### config.mk
export PLATFORM = sky130hd
export DESIGN_NAME = lpm_best
export DESIGN_NICKNAME = d
export VERILOG_FILES = /design/src/hdl/lpm_pkg.sv /design/src/hdl/lpm_best.sv
export SDC_FILE = /design/constraint.sdc
export NUM_CORES = 1
export LEC_CHECK = 0
export ABC_AREA = 1
export BUFFER_PORTS_ARGS = -buffer_cell sky130_fd_sc_hd__buf_4
export CORE_UTILIZATION = 26
export CTS_BUF_LIST = sky130_fd_sc_hd__clkbuf_8
export CTS_CLUSTER_DIAMETER = 150
export DETAILED_ROUTE_END_ITERATION = 10
export GPL_TIMING_DRIVEN = 0
export PLACE_DENSITY_LB_ADDON = 0.15
export SLEW_MARGIN = 20
export SYNTH_ARGS = -nofsm -noshare
export SYNTH_HDL_FRONTEND = slang
export SYNTH_SLANG_ARGS = --single-unit
### constraint.sdc
create_clock -name clock -period 15.1 [get_ports clock]
set_clock_uncertainty 0.15 [all_clocks]
set_input_delay 2.265 -clock clock [delete_from_list [all_inputs] [get_ports clock]]
set_output_delay 2.265 -clock clock [all_outputs]
set_load 0.03 [all_outputs]
### src/hdl/lpm_pkg.sv
// Shared types and constants for the longest-prefix-match route table.
package lpm_pkg;

   localparam int TABLE_DEPTH_DEFAULT = 64;

   localparam int ADDR_W  = 32;
   localparam int PORT_W  = 6;
   localparam int SLOT_W  = 6;
   localparam int COUNT_W = 7;

   localparam logic CMD_WRITE  = 1'b0;
   localparam logic CMD_LOOKUP = 1'b1;

   typedef struct packed {
      logic [ADDR_W-1:0] prefix;
      logic [ADDR_W-1:0] mask;
      logic [ADDR_W-1:0] gateway;
      logic [PORT_W-1:0] port;
   } route_entry_type;

   typedef struct packed {
      logic clear;
      logic valid;
   } best_ctl_type;

endpackage

### src/hdl/lpm_best.sv
// Match test and best-entry tracker fed by the table read stream.
module lpm_best import lpm_pkg::*; #(
   parameter int INDEX_W = 6
) (
   input  logic                  clock,
   input  logic                  reset,
   input  best_ctl_type          ctl,
   input  logic [ADDR_W-1:0]     dest,
   input  route_entry_type       entry,
   input  logic [INDEX_W-1:0]    index,
   output logic                  found,
   output route_entry_type       best_entry,
   output logic [INDEX_W-1:0]    best_index
);

   logic                 found_ff;
   route_entry_type      best_entry_ff;
   logic [INDEX_W-1:0]   best_index_ff;
   logic                 take;

   assign take = ctl.valid && ((dest & entry.mask) == entry.prefix) &&
                 (!found_ff || (entry.mask > best_entry_ff.mask));

   always_ff @(posedge clock) begin
      if (reset) begin
         found_ff <= 1'b0;
      end else if (ctl.clear) begin
         found_ff <= 1'b0;
      end else if (take) begin
         found_ff <= 1'b1;
      end
   end

   always_ff @(posedge clock) begin
      if (!ctl.clear && take) begin
         best_entry_ff <= entry;
         best_index_ff <= index;
      end
   end

   assign found      = found_ff;
   assign best_entry = best_entry_ff;
   assign best_index = best_index_ff;

endmodule

==> results of run 1 <==
[layout make-up]
type	instances	area, sq um	area share, %
flip-flops and latches	109	3263	44.83
repair buffers	258	2032	27.91
multi-input cells	234	1338	18.37
well taps	229	286.5	3.936
inverters	41	153.9	2.114
clock buffers	9	123.9	1.702
clock inverters	7	82.58	1.134
[sequential cells by signal, indices dropped and copies added (netlist names)]
signal / cells
best_index: 6
found: 1
best_entry: 102
[synthesized netlist by cell type]
cell,instances
nand2_1,110
edfxtp_1,108
inv_1,38
ha_1,32
nor2_1,27
a21oi_1,14
nand3b_1,9
o21ai_1,8
o21ai_0,6
nand3_1,4
nand4_1,4
xor2_1,4
or2_1,3
inv_2,2
nand3_2,2
nor2_2,2
a21o_1,1
a21oi_2,1
clkinv_1,1
dfxtp_1,1
nor3b_2,1
o211a_1,1
o21a_1,1
o21ai_2,1
or2_0,1
or2_2,1
xnor2_1,1
[where the power goes]
group          total [mW]  internal [mW]  switching [mW]
registers           0.332          0.332  0.000000000381
logic              0.0574         0.0332          0.0242
clock network       0.190         0.0797           0.110
total               0.579          0.445           0.134
[metal layers]
metal | global-route usage (%) | vias up
li1 | - | 1853
met1 | 17.14 | 1690
met2 | 23.60 | 185
met3 | 5.481 | 12
met4 | 4.762 | 0
met5 | 0 | -
[stage by stage]
stage | hold slack (ns) | instance area (sq um)
2_1_floorplan | 0.4918 | 4747
3_3_place_gp | 0.3584 | 6925
3_5_place_dp | 0.4310 | 7073
4_1_cts | 0.4462 | 7279
5_1_grt | 0.4913 | 7279
6_report | 0.4391 | 7279
[worst max-delay path, delay by kind of cell]
kind	cells	cell delay (ns)
buffers and inverters	4	0.72
AOI/OAI and AO/OA	1	0.47
and+or+nand+nor	9	0.73
adders and majority gates	1	0.29
[cells by family after synthesis]
kind of cell,after synthesis
and+or+nand+nor,164
DFF,109
buffers and inverters,41
AOI/OAI and AO/OA,33
adders and majority gates,32
xor gates and xnor gates,5
[final timing paths]
check | to | startpoint | cells past startpoint
max reg2reg | best_entry[81]$_DFFE_PP_ | best_entry[45]$_DFFE_PP_ | 15
min | found$_SDFFE_PP0P_ | found$_SDFFE_PP0P_ | 2
min reg2reg | found$_SDFFE_PP0P_ | found$_SDFFE_PP0P_ | 2
max | best_entry[81]$_DFFE_PP_ | entry[45] | 15
==> results.cfg, run 1 <==
[drt]
via_per_inst = 4.216
firstDrtPassIters = 4
routed.top_layer = met4
drt_iter0_markers = 136
wl_met3_mm = 1.625
finalWirelength_mm = 13.83
wl_met2_mm = 6.350
wl_met1_mm = 5.670
wl_per_cell_um = 15.59
drtAntennaViolNets = 0
vias = 3740
drc = 0

[setup_path]
r2r_slack_ns = 12.14
path_class = input pin to register
cp_slowest_cell = a21oi_4
critPathMaxStageDelay_ns = 0.47
startpoint_type = input pin
crit_path_frequent_cell = nand2_1
path_max_fanout = 21
end_kind = register
worstPathCellList = buf_4 > ha_1 > nand2_1 > nor2_1 > nand2_1 > nand2_1 > nand2_1 > nand2_1 > nand2_1 > nand2_1 > nand2_1 > a21oi_4 > buf_16 > buf_16 > buf_16
crit_required_ns = 15.05
crit_arrival_ns = 4.51

[clock_tree]
cts_sinks = 109
clockBufferDepth = 2
cts_tree = done
cts_buffers = 9
cts_resized = 0
htreeDepth = 3
clk_root_buffer_cell = clkbuf_8
postCtsSetupBuffers = 0
clk_pin_slew_ns = 0.10
cts_hold_buf = 0
worstSkewPairLatency_ns = 0.39

[pwr]
finalPower_mw = 0.5790
power.leakage_nw = 3.244
peakVddDrop_mv = 0.04714
p_per_area_mw_per_mm2 = 79.54

[synth]
synth_cells = 384
ys_ff_latch = 109
synth_compound_gate_area_share_pct = 3.848
synth_area_per_cell_sq_um = 12.36
ys_seq_area_share_pct = 68.74
synth.area.mux_share_pct = 0
yosys_warnings = 0
synthXorXnorAreaFrac_pct = 0.9225
synth_top_area_share_pct = 68.32
synthDistinctLibCells = 27
synth_top_family_by_area = simple AND/OR/NAND/NOR gates
netlist_area_sq_mm = 0.004747
synthTopCellsByArea = edfxtp_1 68%, nand2_1 8.7%, ha_1 8.4%
synthAdderAreaFrac_pct = 8.434
syn_nets = 560
yosys.area.top_type = edfxtp_1
synthSimpleGateAreaFrac_pct = 14.81

[cells_and_area]
final_cell_mix = 252 x buf_4, 110 x nand2_1, 108 x edfxtp_1
area_delta_synth_final_pct = 53.35
post-route-util_pct = 40.66
final_cells = 887
fillers = 1741
antenna_cells = 0
nNetsFinal = 829
drive_above_1_share_pct = 43.16
layout_commonest_cell = buf_4

[placed_design]
gp_congestion = 0.7904
port_buffers = 252
post-dp-hpwl_mm = 11.48
dp_slack_ns = 10.08
placedCellCount = 871

[timing]
max_freq_mhz = 219.3
setup_tns_ns = 0
rsz0062_at_grt = no
setup_violations = 0
slew_viol_final = 0
finalCritPeriodShare_pct = 30.20
setup_ws_ns = 10.54
finalHoldViolations = 0
max_slew.worst_pin.slew_ns = 0.5536
fin_crit_ns = 4.560
relSlewSlack_pct = 63.01

[outcome]
run_status = completed

[global_routing]
antenna_found_initial = 0
grt_overflow = 0
grt_pass1_vias = 3637
grt_max_degree = 22
grt_pass1_wl_mm = 19.60
grt_usage_pct = 14.36

[floorplan]
coreArea_sq_mm = 0.01790
ios = 253
die_area_sq_mm = 0.01880
start_util_pct = 26.52
chipHeight_um = 137.1
dieWidth_um = 137.1
rows = 49

[hold_path]
hp-class = register to register

[run]
maxCapViolCount = 0
(Power assumes the default switching activity.)
==> run 2, diff against run 1 <==
- clock period: 15.1 -> 3.9 ns (I/O delays scaled with it)
==> run 2 against run 1 <==
Utilization about the same. Critical endpoint is now best_entry[7]$_DFFE_PP_. Combinational power rose to 3.9 times the previous value. Critical path type is now register to register. Power rose to 3.9 times the previous value. Global-route usage up 0.077 points. Clock-buffer cell count unchanged. Die area unchanged. Sequential power rose to 3.9 times the previous value. Design area about the same. First-iteration DRC count up 12%. Critical path depth unchanged.
==> results.cfg, run 2 (synthesis results as in run 1) <==
[outcome]
run_status = completed

[cells_and_area]
antenna_cells = 0
nNetsFinal = 828
design_area_sq_mm = 0.007276
drive_above_1_share_pct = 42.92
largest_reg_flops = 102
final_cells = 886
post-route-util_pct = 40.64
final_cell_mix = 252 x buf_4, 110 x nand2_1, 108 x edfxtp_1
area_delta_synth_final_pct = 53.27
layout_commonest_cell = buf_4

[drt]
finalWirelength_mm = 13.79
vias = 3744
wl_per_cell_um = 15.57
drc = 0
drt_iter0_markers = 152
firstDrtPassIters = 5
via_per_inst = 4.226
drtAntennaViolNets = 0

[hold_path]
min_from = entry[13]
holdPathStages = 1
hold_end = best_entry[13]$_DFFE_PP_
hp-class = input pin to register

[placed_design]
gp_congestion = 0.7994
placedCellCount = 870
placed_cell_area_sq_mm = 0.007071
port_buffers = 252
post-dp-hpwl_mm = 11.35

[clock_tree]
cts_tree = done
cts_hold_buf = 0
worstSkewPairLatency_ns = 0.39
cts_resized = 0
clk_pin_slew_ns = 0.12
htreeDepth = 3
clockBufferDepth = 2
postCtsSetupBuffers = 0
cts_buffers = 9
cts_sinks = 109
clk_root_buffer_cell = clkbuf_8

[timing]
finalCritPeriodShare_pct = 77.98
setup_violations = 0
fin_crit_ns = 3.041
max_slew.worst_pin.slew_ns = 0.6207
rsz0062_at_grt = no
relSlewSlack_pct = 58.53
max_freq_mhz = 328.8
slew_viol_final = 0
finalHoldViolations = 0

[floorplan]
rows = 49
chipHeight_um = 137.1
ios = 253
die_area_sq_mm = 0.01880
dieWidth_um = 137.1
start_util_pct = 26.52
coreArea_sq_mm = 0.01790

[global_routing]
grt_pass1_wl_mm = 19.83
grt_max_degree = 23
grt_overflow = 0
grt_pass1_vias = 3720
grt_usage_pct = 14.43
antenna_found_initial = 0

[setup_path]
path_class = register to register
end_kind = register
crit_arrival_ns = 2.99
r2r_slack_ns = 0.86
path_max_fanout = 22
reg2regPathDepth = 15
reg2reg_to = best_entry[7]$_DFFE_PP_
r2r-start = best_entry[45]$_DFFE_PP_
crit_required_ns = 3.84
startpoint_type = register

[run]
maxCapViolCount = 0

[pwr]
peakVddDrop_mv = 0.1994
power.leakage_nw = 3.239
p_per_area_mw_per_mm2 = 309.4
## run 2: cell types whose count changed in the layout (fill, tap and decap cells not counted)
cell / change
buf_8: -2
buf_16: +1
clkinv_1: +1
clkinv_2: -1
## run 2: how the worst max path moves through the flow
stage / startpoint / end / slack [ns] / cells after the start
global route: best_entry[45]$_DFFE_PP_ / best_entry[7]$_DFFE_PP_ / 0.63 / 15
global placement: entry[45] / best_entry[28]$_DFFE_PP_ / -1.21 / 12
CTS: best_entry[45]$_DFFE_PP_ / best_entry[7]$_DFFE_PP_ / 0.79 / 15
finish: best_entry[45]$_DFFE_PP_ / best_entry[7]$_DFFE_PP_ / 0.86 / 15
floorplan: best_entry[69]$_DFFE_PP_ / best_entry[0]$_DFFE_PP_ / 0.06 / 10
detailed placement: entry[45] / best_entry[28]$_DFFE_PP_ / 0.49 / 15
## run 2: through the flow
stage	setup TNS [ns]	setup WS, ns	power [mW]	hold slack, ns
after floorplan	0	0.06192	1.381	0.5129
after global placement	-130.35	-1.213	1.534	0.3897
after detailed placement	0	0.4933	1.540	0.4052
after CTS	0	0.7860	2.290	0.1751
after global routing	0	0.6306	2.342	0.1723
final	0	0.8588	2.251	0.2134
## run 2: final cells by class
type | count | area (sq um)
clock buffers | 9 | 123.9
well taps | 229 | 286.5
flip-flops and latches | 109 | 3263
clock inverters | 7 | 81.33
fillers | 1794 | 10630
multi-input cells | 234 | 1338
repair buffers | 257 | 2029
inverters | 41 | 153.9
## run 2: power by group
| group | total (mW) | switching (mW) | internal [mW] |
|---|---|---|---|
| clock | 0.741 | 0.433 | 0.308 |
| sequential | 1.28 | 0.00000000143 | 1.28 |
| combinational | 0.225 | 0.0964 | 0.129 |
| total | 2.25 | 0.530 | 1.72 |
## run 2: routing by layer
metal | share of wire [%] | up-vias | global-route usage (%)
met2 | 46 | 186 | 23.71
li1 | - | 1851 | -
met3 | 11 | 13 | 5.222
met5 | 0 | - | 0
met1 | 41 | 1694 | 16.98
met4 | 1.7 | 0 | 5.922
## run 2: critical path, cell delays in order (launching register included)
cell and delay (ns):
edfxtp_1 0.37, inv_1 0.05, ha_1 0.28, nand2_1 0.09, nor2_1 0.20, nand2_1 0.08
nand2_1 0.06, nand2_1 0.04, nand2_1 0.09, nand2_1 0.06, nand2_1 0.05, nand2_1 0.08
a21oi_4 0.52, buf_16 0.25, buf_16 0.19, buf_16 0.17
